$ cat src/mktd_pkg.sv
`timescale 1ns / 1ps
// ----------------------------------------------------------------------------
// mktd_pkg
// Shared types, codes and the character lookup for the key timing decoder.
// ----------------------------------------------------------------------------
package mktd_pkg;

	localparam logic [1:0] KEY_PRESS   = 2'd1;
	localparam logic [1:0] KEY_RELEASE = 2'd2;

	localparam logic [1:0] KIND_CHAR  = 2'd0;
	localparam logic [1:0] KIND_SPACE = 2'd1;
	localparam logic [1:0] KIND_END   = 2'd2;
	localparam logic [1:0] KIND_ERROR = 2'd3;

	localparam logic [1:0] ERR_LONG     = 2'd0;
	localparam logic [1:0] ERR_OVERFLOW = 2'd1;
	localparam logic [1:0] ERR_UNKNOWN  = 2'd2;

	localparam logic [6:0]  SPACE_CHAR    = 7'd32;
	localparam logic [15:0] UNIT_MS_RESET = 16'd130;
	localparam logic [7:0]  DASH_FIRST    = 8'h80;

	localparam int RES_DEPTH = 4;
	localparam int RES_PTR_W = 2;
	localparam int RES_LVL_W = 3;

	localparam int MORSE_ENTRIES = 36;

	localparam logic [7:0] MORSE_CODE [MORSE_ENTRIES] = '{
		8'h42, 8'h84, 8'hA4, 8'h83, 8'h01, 8'h24, 8'hC3, 8'h04, 8'h02,
		8'h74, 8'hA3, 8'h44, 8'hC2, 8'h82, 8'hE3, 8'h64, 8'hD4, 8'h43,
		8'h03, 8'h81, 8'h23, 8'h14, 8'h63, 8'h94, 8'hB4, 8'hC4, 8'hFD,
		8'h7D, 8'h3D, 8'h1D, 8'h0D, 8'h05, 8'h85, 8'hC5, 8'hE5, 8'hF5
	};

	localparam logic [6:0] MORSE_ASCII [MORSE_ENTRIES] = '{
		7'h41, 7'h42, 7'h43, 7'h44, 7'h45, 7'h46, 7'h47, 7'h48, 7'h49,
		7'h4A, 7'h4B, 7'h4C, 7'h4D, 7'h4E, 7'h4F, 7'h50, 7'h51, 7'h52,
		7'h53, 7'h54, 7'h55, 7'h56, 7'h57, 7'h58, 7'h59, 7'h5A, 7'h30,
		7'h31, 7'h32, 7'h33, 7'h34, 7'h35, 7'h36, 7'h37, 7'h38, 7'h39
	};

	typedef enum logic [2:0] {
		PH_IDLE   = 3'b001,
		PH_SYMBOL = 3'b010,
		PH_GAP    = 3'b100
	} phase_t;

	typedef struct packed {
		logic [1:0]  key_state;
		logic [31:0] now_ms;
	} in_item_t;

	typedef struct packed {
		logic [1:0] kind;
		logic [6:0] char_code;
		logic [1:0] error_code;
		logic       last;
	} out_item_t;

	typedef struct packed {
		logic [1:0] cnt;
		out_item_t  first;
		out_item_t  second;
	} res_push_t;

	function automatic logic [6:0] mktd_lookup(input logic [7:0] code);
		logic [6:0] res;
		res = '0;
		for (int i = 0; i < MORSE_ENTRIES; i++) begin
			if (MORSE_CODE[i] == code) begin
				res = MORSE_ASCII[i];
			end
		end
		return res;
	endfunction

	function automatic out_item_t mktd_item(input logic [1:0] kind, input logic [6:0] ch,
			input logic [1:0] err, input logic last);
		out_item_t it;
		it.kind       = kind;
		it.char_code  = ch;
		it.error_code = err;
		it.last       = last;
		return it;
	endfunction

endpackage

$ cat src/mktd_fsm.sv
`timescale 1ns / 1ps
// ----------------------------------------------------------------------------
// mktd_fsm
// Phase machine, press/gap timing and symbol packing; one poll per step.
// ----------------------------------------------------------------------------
module mktd_fsm #(
	parameter int MAX_SYMBOLS = 6
) (
	input  logic                 clk,
	input  logic                 arst_n,
	input  logic                 step,
	input  mktd_pkg::in_item_t   item,
	input  logic [15:0]          unit_ms,
	output mktd_pkg::res_push_t  push
);
	import mktd_pkg::*;

	phase_t      phase_q, phase_d;
	logic [31:0] start_q, start_d;
	logic        armed_q, armed_d;
	logic [7:0]  pat_q, pat_d;
	logic [2:0]  cnt_q, cnt_d;

	logic [19:0] u3, u7, u10;
	logic [31:0] dur, dur_gap;
	logic [7:0]  code;
	logic [6:0]  ch;
	res_push_t   res;

	assign u3   = 20'({unit_ms, 1'b0}) + 20'(unit_ms);
	assign u7   = 20'({unit_ms, 2'b00}) + u3;
	assign u10  = u7 + u3;
	assign dur  = item.now_ms - start_q;
	assign dur_gap = armed_q ? '0 : dur;
	assign code = pat_q | {5'b0, cnt_q};
	assign ch   = mktd_lookup(code);

	always_comb begin
		phase_d = phase_q;
		start_d = start_q;
		armed_d = armed_q;
		pat_d   = pat_q;
		cnt_d   = cnt_q;
		res     = '0;
		case (phase_q)
			PH_IDLE: begin
				if (item.key_state == KEY_PRESS) begin
					phase_d = PH_SYMBOL;
				end
			end
			PH_SYMBOL: begin
				if (item.key_state == KEY_PRESS) begin
					if (armed_q) begin
						armed_d = 1'b0;
						start_d = item.now_ms;
					end
				end else if (item.key_state == KEY_RELEASE) begin
					armed_d = 1'b1;
					if (dur > 32'(u7)) begin
						res.cnt   = 2'd1;
						res.first = mktd_item(KIND_ERROR, '0, ERR_LONG, 1'b1);
						phase_d = PH_IDLE;
						pat_d   = '0;
						cnt_d   = '0;
					end else if (cnt_q >= 3'(MAX_SYMBOLS)) begin
						res.cnt   = 2'd1;
						res.first = mktd_item(KIND_ERROR, '0, ERR_OVERFLOW, 1'b1);
						phase_d = PH_IDLE;
						pat_d   = '0;
						cnt_d   = '0;
					end else begin
						if (dur >= 32'(u3)) begin
							pat_d = pat_q | (DASH_FIRST >> cnt_q);
						end
						cnt_d   = cnt_q + 3'd1;
						phase_d = PH_GAP;
					end
				end
			end
			PH_GAP: begin
				if (item.key_state == KEY_PRESS) begin
					armed_d = 1'b1;
					if (dur < 32'(u3)) begin
						phase_d = PH_SYMBOL;
					end else begin
						pat_d = '0;
						cnt_d = '0;
						if (ch == '0) begin
							res.cnt   = 2'd1;
							res.first = mktd_item(KIND_ERROR, '0, ERR_UNKNOWN, 1'b1);
							phase_d = PH_IDLE;
						end else begin
							phase_d = PH_SYMBOL;
							if (dur >= 32'(u7)) begin
								res.cnt    = 2'd2;
								res.first  = mktd_item(KIND_CHAR, ch, ERR_LONG, 1'b0);
								res.second = mktd_item(KIND_SPACE, SPACE_CHAR, ERR_LONG, 1'b1);
							end else begin
								res.cnt   = 2'd1;
								res.first = mktd_item(KIND_CHAR, ch, ERR_LONG, 1'b1);
							end
						end
					end
				end else if (item.key_state == KEY_RELEASE) begin
					if (armed_q) begin
						armed_d = 1'b0;
						start_d = item.now_ms;
					end
					if (dur_gap > 32'(u10)) begin
						armed_d = 1'b1;
						pat_d   = '0;
						cnt_d   = '0;
						phase_d = PH_IDLE;
						if (ch == '0) begin
							res.cnt   = 2'd1;
							res.first = mktd_item(KIND_ERROR, '0, ERR_UNKNOWN, 1'b1);
						end else begin
							res.cnt    = 2'd2;
							res.first  = mktd_item(KIND_CHAR, ch, ERR_LONG, 1'b0);
							res.second = mktd_item(KIND_END, '0, ERR_LONG, 1'b1);
						end
					end
				end
			end
			default: begin
				phase_d = PH_IDLE;
				pat_d   = '0;
				cnt_d   = '0;
			end
		endcase
	end

	always_comb begin
		push = res;
		if (!step) begin
			push.cnt = 2'd0;
		end
	end

	always_ff @(posedge clk or negedge arst_n) begin
		if (!arst_n) begin
			phase_q <= PH_IDLE;
			start_q <= '0;
			armed_q <= 1'b1;
			pat_q   <= '0;
			cnt_q   <= '0;
		end else if (step) begin
			phase_q <= phase_d;
			start_q <= start_d;
			armed_q <= armed_d;
			pat_q   <= pat_d;
			cnt_q   <= cnt_d;
		end
	end

endmodule

$ cat src/mktd_res_fifo.sv
`timescale 1ns / 1ps
// ----------------------------------------------------------------------------
// mktd_res_fifo
// Four-entry result queue; takes up to two results per cycle, gives one.
// ----------------------------------------------------------------------------
module mktd_res_fifo (
	input  logic                clk,
	input  logic                arst_n,
	input  mktd_pkg::res_push_t push,
	output logic [2:0]          level,
	output logic                out_valid,
	input  logic                out_ready,
	output mktd_pkg::out_item_t out_data
);
	import mktd_pkg::*;

	out_item_t              mem [RES_DEPTH];
	logic [RES_PTR_W-1:0]   wr_q, rd_q;
	logic [RES_LVL_W-1:0]   level_q;
	logic                   pop;

	assign out_valid = level_q != '0;
	assign out_data  = mem[rd_q];
	assign pop       = out_valid && out_ready;
	assign level     = level_q;

	always_ff @(posedge clk) begin
		if (push.cnt != 2'd0) begin
			mem[wr_q] <= push.first;
		end
		if (push.cnt == 2'd2) begin
			mem[wr_q + RES_PTR_W'(1)] <= push.second;
		end
	end

	always_ff @(posedge clk or negedge arst_n) begin
		if (!arst_n) begin
			wr_q    <= '0;
			rd_q    <= '0;
			level_q <= '0;
		end else begin
			wr_q    <= wr_q + RES_PTR_W'(push.cnt);
			rd_q    <= rd_q + RES_PTR_W'(pop);
			level_q <= level_q + RES_LVL_W'(push.cnt) - RES_LVL_W'(pop);
		end
	end

endmodule

$ cat src/morse_key_timing_decoder.sv
`timescale 1ns / 1ps
// ----------------------------------------------------------------------------
// morse_key_timing_decoder
// Times key presses and gaps, packs dots and dashes and emits characters,
// word spaces, end of message and errors.
//
//   channel | signals                        | transaction
//   --------+--------------------------------+------------------------------
//   in      | in_valid / in_ready / in_data  | one key poll with timestamp
//   out     | out_valid / out_ready/out_data | one result, last marks final
//   cfg     | cfg_we / cfg_wdata             | unit length write, no wait
//
// one poll per cycle while the queue has room: a poll sits in the input
// register, is decoded there, and its results land in a four-entry queue
// the input register advances only while the queue has room for two results
// an output stall holds back polls once the queue holds more than two results
// reset clears phase, timing latch and queue; unit length returns to 130
// ----------------------------------------------------------------------------
module morse_key_timing_decoder #(
	parameter int MAX_SYMBOLS = 6
) (
	input  logic                clk,
	input  logic                arst_n,
	input  logic                in_valid,
	output logic                in_ready,
	input  mktd_pkg::in_item_t  in_data,
	output logic                out_valid,
	input  logic                out_ready,
	output mktd_pkg::out_item_t out_data,
	input  logic                cfg_we,
	input  logic [15:0]         cfg_wdata
);
	import mktd_pkg::*;

	logic        valid_s1;
	in_item_t    data_s1;
	logic [15:0] unit_q;
	logic        step;
	logic [2:0]  level;
	res_push_t   push;

	assign step     = valid_s1 && (level <= 3'd2);
	assign in_ready = !valid_s1 || step;

	always_ff @(posedge clk or negedge arst_n) begin
		if (!arst_n) begin
			unit_q <= UNIT_MS_RESET;
		end else if (cfg_we) begin
			unit_q <= cfg_wdata;
		end
	end

	always_ff @(posedge clk or negedge arst_n) begin
		if (!arst_n) begin
			valid_s1 <= 1'b0;
		end else if (in_valid && in_ready) begin
			valid_s1 <= 1'b1;
		end else if (step) begin
			valid_s1 <= 1'b0;
		end
	end

	always_ff @(posedge clk) begin
		if (in_valid && in_ready) begin
			data_s1 <= in_data;
		end
	end

	mktd_fsm #(
		.MAX_SYMBOLS(MAX_SYMBOLS)
	) u_fsm (
		.clk     (clk),
		.arst_n  (arst_n),
		.step    (step),
		.item    (data_s1),
		.unit_ms (unit_q),
		.push    (push)
	);

	mktd_res_fifo u_fifo (
		.clk       (clk),
		.arst_n    (arst_n),
		.push      (push),
		.level     (level),
		.out_valid (out_valid),
		.out_ready (out_ready),
		.out_data  (out_data)
	);

	// queue never overfills
	a_level_bound: assert property (@(posedge clk) disable iff (!arst_n)
		level <= 3'd4)
		else $error("result queue overflow");

	// the partner of a non-final result is already queued
	a_pair_follows: assert property (@(posedge clk) disable iff (!arst_n)
		out_valid && out_ready && !out_data.last |=> out_valid)
		else $error("second result of a pair missing");

	// error code only on errors
	a_err_code: assert property (@(posedge clk) disable iff (!arst_n)
		out_valid && out_data.kind != KIND_ERROR |-> out_data.error_code == ERR_LONG)
		else $error("error code on a non-error result");

	// results are pushed only on a step, with room for two in the queue
	a_push_room: assert property (@(posedge clk) disable iff (!arst_n)
		push.cnt != 2'd0 |-> step && level <= 3'd2)
		else $error("results pushed without room");

endmodule

$ cat config.mk
export PLATFORM = sky130hd
export DESIGN_NAME = morse_key_timing_decoder
export DESIGN_NICKNAME = d
export VERILOG_FILES = /design/src/mktd_pkg.sv /design/src/mktd_fsm.sv /design/src/mktd_res_fifo.sv /design/src/morse_key_timing_decoder.sv
export SDC_FILE = /design/constraint.sdc
export NUM_CORES = 1
export LEC_CHECK = 0
export BUFFER_PORTS_ARGS = -buffer_cell sky130_fd_sc_hd__buf_2
export CORE_MARGIN = 2
export CORE_UTILIZATION = 55
export CTS_CLUSTER_DIAMETER = 50
export DETAILED_ROUTE_END_ITERATION = 8
export GPL_TIMING_DRIVEN = 0
export PLACE_DENSITY = 0.78
export SLEW_MARGIN = 40
export SYNTH_ARGS = -nofsm -noshare
export SYNTH_HDL_FRONTEND = slang
export SYNTH_SLANG_ARGS = --single-unit
$ cat constraint.sdc
create_clock -name clk -period 8.8 [get_ports clk]
set_clock_uncertainty 0.1 [all_clocks]
set_input_delay 0 -clock clk [delete_from_list [all_inputs] [get_ports clk]]
set_output_delay 0 -clock clk [all_outputs]
set_load 0.05 [all_outputs]
# Word level (Yosys, flattened, before mapping)
# Memories as Yosys holds them, arrays and structs flattened.
# Index checks and enable logic that the tools add are counted.
[totals]
ramBits = 48
elab_cells = 203
reg_bits = 105
output_inout_bits = 14
mem_count = 1
inputBits = 55
[mem_list]
columns = ["memory", "depth", "width", "read_ports", "rd_ports_with_merged_regs", "wr", "line", "rtl"]
rows = [
  ["u_fifo.mem", 4, 12, 1, 0, 2, "mktd_res_fifo.sv:17", "out_item_t mem [RES_DEPTH];"],
]
[op_classes]
n_reduce_logical = 15
eq_ne = 53
add_sub_neg = 10
bitwise = 3
n_shift = 1
order_cmp = 7
mux = 101
[ops]
columns = ["op", "n"]
rows = [
  ["two-way mux 7 bit", 36],
  ["two-way mux 32 bit", 5],
  ["== test 8 bit, first input constant", 18],
  ["two-way mux 26 bit", 4],
  ["two-way mux 14 bit", 6],
  ["two-way mux 8 bit", 9],
  ["greater-or-equal comparator 32 x 20 -> 1 bit", 2],
  ["greater-than comparator 32 x 20 -> 1 bit", 2],
  ["one-hot mux 32 bit (2 select lines)", 1],
  ["== test 7 x 8 -> 1 bit, first input constant", 7],
  ["two-way mux 3 bit", 17],
  ["two-way mux 12 bit", 3],
  ["< comparator 32 x 20 -> 1 bit", 1],
  ["subtractor 32 bit", 1],
  ["one-hot mux 14 bit (2 select lines)", 1],
  ["== test 6 x 8 -> 1 bit, first input constant", 3],
  ["one-hot mux 8 bit (3 select lines)", 1],
  ["adder 18 x 20 -> 20 bit", 1],
  ["adder 20 bit", 1],
  ["adder 17 x 16 -> 18 bit", 1],
  ["one-hot mux 3 bit (3 select lines)", 2],
  ["== test 2 x 8 -> 1 bit, first input constant", 2],
  ["== test 3 x 8 -> 1 bit, first input constant", 2],
  ["== test 5 x 8 -> 1 bit, first input constant", 2],
  ["other kinds (40)", 62],
]

# Depth between registers and ports, before layout
[depth]
word_depth = 48
mapped_depth = 43

# Hierarchy
# Synthesis repeated with hierarchy kept, for this count alone.
[hier_totals]
cells_unflattened = 1343
hier_area_um2 = 13113.8
[modules_own_cells]
columns = ["mod", "instances", "area_per_inst_um2", "seq_area_each_um2", "cells_each"]
rows = [
  ["mktd_fsm", 1, 8493.1, 1178.6, 1113],
  ["mktd_res_fifo", 1, 2889.0, 1616.6, 155],
  ["morse_key_timing_decoder", 1, 1731.7, 1448.9, 75],
]

# Worst setup path after synthesis
# Ideal clock, no wire load.
[synth_path]
path_kind = "reg2reg"
start = "register unit_q[0]"
end = "register u_fifo.level_q[2] (netlist: u_fifo.level[2])"
stages_incl_launch_ff = 41
n_path_buf = 0
setup_time_ns = 0.123
period_less_slack_ns = 7.840
arrival_time_ns = 7.618
path_slack_ns = 0.960
t_required_ns = 8.577
path_cell_list = "dfrtp_1 ha_1 fa_1 xnor2_1 inv_1 ha_1 a21o_1 a21oi_1 o21ai_0 a21oi_1 o21ai_0 a21oi_1 o21bai_1 a21oi_1 o21ai_0 xor2_1 ha_1 and2_1 (+5 left out) xnor2_1 ha_1 nor2b_1 o21ai_0 nand2b_1 a2111oi_0 a31o_2 a21oi_1 a2bb2oi_1 a21o_2 nand2_1 ha_1 inv_1 ha_1 inv_1 fa_1 xor2_1 xnor2_1"
[synth_via]
elab_chain_cells = 11
elab_cells_between_ends = 20
classes_between = "add/sub: 5; order compare: 4; mux: 11"
[synth_lines]
columns = ["element", "line", "rtl"]
rows = [
  ["start, declared", "morse_key_timing_decoder.sv:37", "logic [15:0] unit_q;"],
  ["start signal, assigned", "morse_key_timing_decoder.sv:49", "unit_q <= cfg_wdata;"],
  ["adder 17 x 16 -> 18 bit", "mktd_fsm.sv:30", "assign u3 = 20'({unit_ms, 1'b0}) + 20'(unit_ms);"],
  ["adder 18 x 20 -> 20 bit", "mktd_fsm.sv:31", "assign u7 = 20'({unit_ms, 2'b00}) + u3;"],
  ["adder 20 bit / greater-or-equal comparator 32 x 20 -> 1 bit (equally long branches)", "mktd_fsm.sv:32, mktd_fsm.sv:94", ""],
  ["greater-than comparator 32 x 20 -> 1 bit / two-way mux 14 bit (equally long branches)", "mktd_fsm.sv:109, mktd_fsm.sv:94", ""],
  ["two-way mux 26 bit / two-way mux 14 bit (equally long branches)", "mktd_fsm.sv:109, mktd_fsm.sv:88", ""],
  ["two-way mux 26 bit (on tied branches)", "mktd_fsm.sv:104, mktd_fsm.sv:83", ""],
  ["two-way mux 26 bit", "mktd_fsm.sv:81", "if (item.key_state == KEY_PRESS) begin"],
  ["one-hot mux 14 bit (2 select lines) *", "mktd_fsm.sv:45", "case (phase_q)"],
  ["two-way mux 2 bit *", "mktd_fsm.sv:135", "if (!step) begin"],
  ["adder 3 x 2 -> 3 bit *", "mktd_res_fifo.sv:44", "level_q <= level_q + RES_LVL_W'(push.cnt) - RES_LVL_W'(pop);"],
  ["subtractor 3 x 1 -> 3 bit *", "mktd_res_fifo.sv:44", ""],
  ["end signal, assigned", "mktd_res_fifo.sv:44", ""],
  ["end, declared", "mktd_res_fifo.sv:19", "logic [RES_LVL_W-1:0] level_q;"],
]
# Mark *: on every way between the ends. The rest lies on a longest branch, timed or not.
# A chain may end at the register's enable or synchronous reset.

# Worst setup path after layout
# Ends and elaborated chain as after synthesis.

==> flow_summary.yaml <==
outcome:
  outcome: "complete, no violations"
layout:
  syn2layout_area_growth_pct: 16.6
  stdcell_count: 1755
  drive_above_1_share_pct: 16.7
  final_area_sq_mm: 0.0144
  nets: 1664
  n_antenna_cell: 0
yosys:
  netlist.area_leader.share_pct: 14.5
  synth.avg_cell_area_sq_um: 9.39
  yosys_most_used_dff: "dfrtp_1"
  syn_area_sq_mm: 0.0124
  async_reset_ff_share_pct: 46.4
  synth-edff-count: 50
  ys_ff_latch: 153
  synth_top_cells_by_area: "ha_1 14%, dfrtp_1 14%, edfxtp_1 12%"
  yosysMostFrequentCell: "ha_1"
  synth_seq_area_share_pct: 31.7
  netlist_top_cells_count: "143 x ha_1, 111 x inv_1, 102 x a21oi_1"
  syn-num-nets: 1520
  synthesis.instances: 1318
  yosys.area.top_type: "ha_1"
  synthDistinctLibCells: 90
  ys_warn_count: 0
detailed_routing:
  postRouteAntennaNets: 0
  viasPerCell: 5.84
  routed_wl_mm: 29.4
  drcViolationCount: 0
  vias: 10252
  routedWlPerCell_um: 16.8
  firstDrtPassIters: 5
  drt-initial-drc-count: 565
cts:
  cts_max_level: 4
  clock_latency_ns: 0.44
  cts_sinks: 153
  cts_root_buf: "clkbuf_16"
  cts_buffers: 17
  cts_tree: "yes"
  clk_path_buf_depth: 2
  path_clk_slew_ns: 0.08
worst_hold_path:
  hp-start: "cfg_we"
  whs_endpoint: "unit_q[2]$_DFFE_PN0P_"
  whs_path_depth: 2
  hold_class: "in2reg"
timing:
  post-route-period-util_pct: 95.1
  setup_viol: 0
  period_needed_ns: 8.37
  slew_violations: 0
  hold_viol: 0
  max-slew-margin-rel_pct: 51.3
  max_freq_ghz: 0.120
  tns_ns: 0
  rsz0062_at_grt: "false"
  whs_ns: 0.0576
  worst_pin_slew_ns: 0.731
global_routing:
  grt_pass1_wl_mm: 49.5
  grt.met3_usage_pct: 3.07
  grt_max_degree: 44
  grt_overflow: 0
  gr-usage-met2_pct: 43.7
  grt_pass1_vias: 10164
  antenna_found_initial: 0
  top_usage_layer: "met2"
  use_met1_pct: 34.3
  track_usage_pct: 25.4
critical_path:
  r2r_cells: 40
  cp-end-kind: "flop"
  critPathArrivalTime_ns: 8.61
  r2r-start: "unit_q[0]$_DFFE_PN0P_"
  worst_r2r_endpoint: "u_fifo.level[2]$_DFF_PN0_"
  critical_path.max_fanout: 7
  reg2reg_slack_ns: 0.43
  critical_path_class: "reg2reg"
  slowest_delay_ns: 0.48
  worst_setup_path_start_kind: "flop"
  slowest_stage: "dfrtp_2"
  worstPathRequired_ns: 9.05
power:
  p_sw_mw: 2.44
  leakagePower_nw: 6.42
  p_per_area_mw_per_mm2: 356
  ir_drop_v: 0.000183
  finalPower_mw: 5.13
  combPwrFrac_pct: 67.3
  p_seq_share_pct: 17.9
  p_int_mw: 2.70
  swShare_pct: 47.5
  p_clk_share_pct: 14.8
die:
  initial_utilization_pct: 56.3
  ios: 69
  coreArea_sq_mm: 0.0220
  dieArea_sq_mm: 0.0237
  die_w_um: 154
  die_h_um: 154
  num_rows: 54
placement:
  hpwl_mm: 21.5
  gp_congestion: 0.900
  dp.cells: 1666
  io_buffer_count: 67
  place_area_sq_mm: 0.0131
run:
  maxCapViolCount: 0
==> state kept, by name (all words and copies together) (netlist names) <==
signal and count:
data_s1 34, u_fifo.level 3, u_fifo.mem 48, u_fifo.rd_q 2, u_fifo.wr_q 2, u_fsm.armed_q 1, u_fsm.cnt_q 3, u_fsm.pat_q 8
u_fsm.phase_q 3, u_fsm.start_q 32, unit_q 16, valid_s1 1
==> metrics by stage <==
step,util [%],setup slack [ns]
after global routing,65.7,0.0259
after floorplan,-,0.960
after global placement,59.5,-0.0914
after CTS,65.1,0.000913
after detailed placement,59.7,-0.259
final,65.7,0.435
==> timing repair <==
| action | CTS | global route |
|---|---|---|
| cloned | 0 | 0 |
| resized for setup | 7 | 28 |
| setup endpoints to repair | 2 | 44 |
| hold buffers | 55 | 0 |
| endpoints found under the hold margin | 124 | 0 |
| buffers inserted | 0 | 2 |
| pin swaps | 0 | 8 |
==> worst max-delay path by stage <==
stage | startpoint | to | slack (ns) | cells after the start
floorplan | unit_q[0]$_DFFE_PN0P_ | u_fifo.level[2]$_DFF_PN0_ | 0.96 | 40
CTS | unit_q[1]$_DFFE_PN1P_ | u_fifo.level[2]$_DFF_PN0_ | 0.0009 | 40
global route | unit_q[1]$_DFFE_PN1P_ | u_fifo.level[2]$_DFF_PN0_ | 0.03 | 40
global placement | unit_q[0]$_DFFE_PN0P_ | u_fifo.level[2]$_DFF_PN0_ | -0.09 | 40
detailed placement | unit_q[0]$_DFFE_PN0P_ | u_fifo.level[2]$_DFF_PN0_ | -0.26 | 40
finish | unit_q[0]$_DFFE_PN0P_ | u_fifo.level[2]$_DFF_PN0_ | 0.43 | 40
==> kinds of logic after synthesis <==
kind of cell             share of synthesized area [%]
flip-flops                                        31.7
buffers and inverters                             5.04
AND/OR/NAND/NOR                                   14.4
XOR/XNOR                                          5.66
AO/OA/AOI/OAI                                     18.4
adder cells (fa/ha/maj)                           15.1
multiplexers                                      9.70
==> worst max-delay path, delay by kind of cell (launching register included) <==
kind / cells / cell delay, ns
adder cells (fa/ha/maj): 8 / 2.28
XOR/XNOR: 5 / 0.88
AO/OA/AOI/OAI: 21 / 3.82
AND/OR/NAND/NOR: 4 / 0.60
buffers and inverters: 2 / 0.09
flip-flops: 1 / 0.48
==> cell type report <==
type                       count  area, sq um
buffer                        41          204
clock buffer                  17          425
clock inverter                15          178
fill                        1740         7530
inverter                     112          420
multi-input combinational   1012         7980
sequential                   153         3930
tap                          280          350
timing repair buffer         125          945
==> placed cells by master, fill, tap and decap left out, types with 26 or more instances in the layout <==
master / instances
dfxtp_1: 32
nor3_1: 38
a21oi_1: 89
ha_1: 142
inv_1: 111
nand3_1: 34
o21ai_0: 63
a21o_1: 36
dfrtp_1: 66
nor2_1: 55
edfxtp_1: 50
dlygate4sd3_1: 54
clkbuf_1: 26
mux2_2: 47
nor2b_1: 31
buf_2: 73
nand2_1: 82
xnor2_1: 51
xor2_1: 26
mux2i_1: 40
==> metal layers <==
layer	part of all wire (%)	routed length (um)
met1	46	13500
met2	49	14300
met3	4.4	1300
met4	1.2	364
met5	0	0
==> power groups by stage <==
| stage | combinational [mW] | sequential, mW | clock, mW |
|---|---|---|---|
| 5_1_grt | 3.86 | 0.933 | 0.797 |
| 4_1_cts | 3.33 | 0.919 | 0.767 |
| 3_5_place_dp | 3.26 | 0.932 | 0 |
| 6_report | 3.45 | 0.919 | 0.761 |
| 3_3_place_gp | 3.16 | 0.928 | 0 |
| 2_1_floorplan | 2.58 | 0.908 | 0 |
No activity file was read; power rests on OpenSTA's default activity.
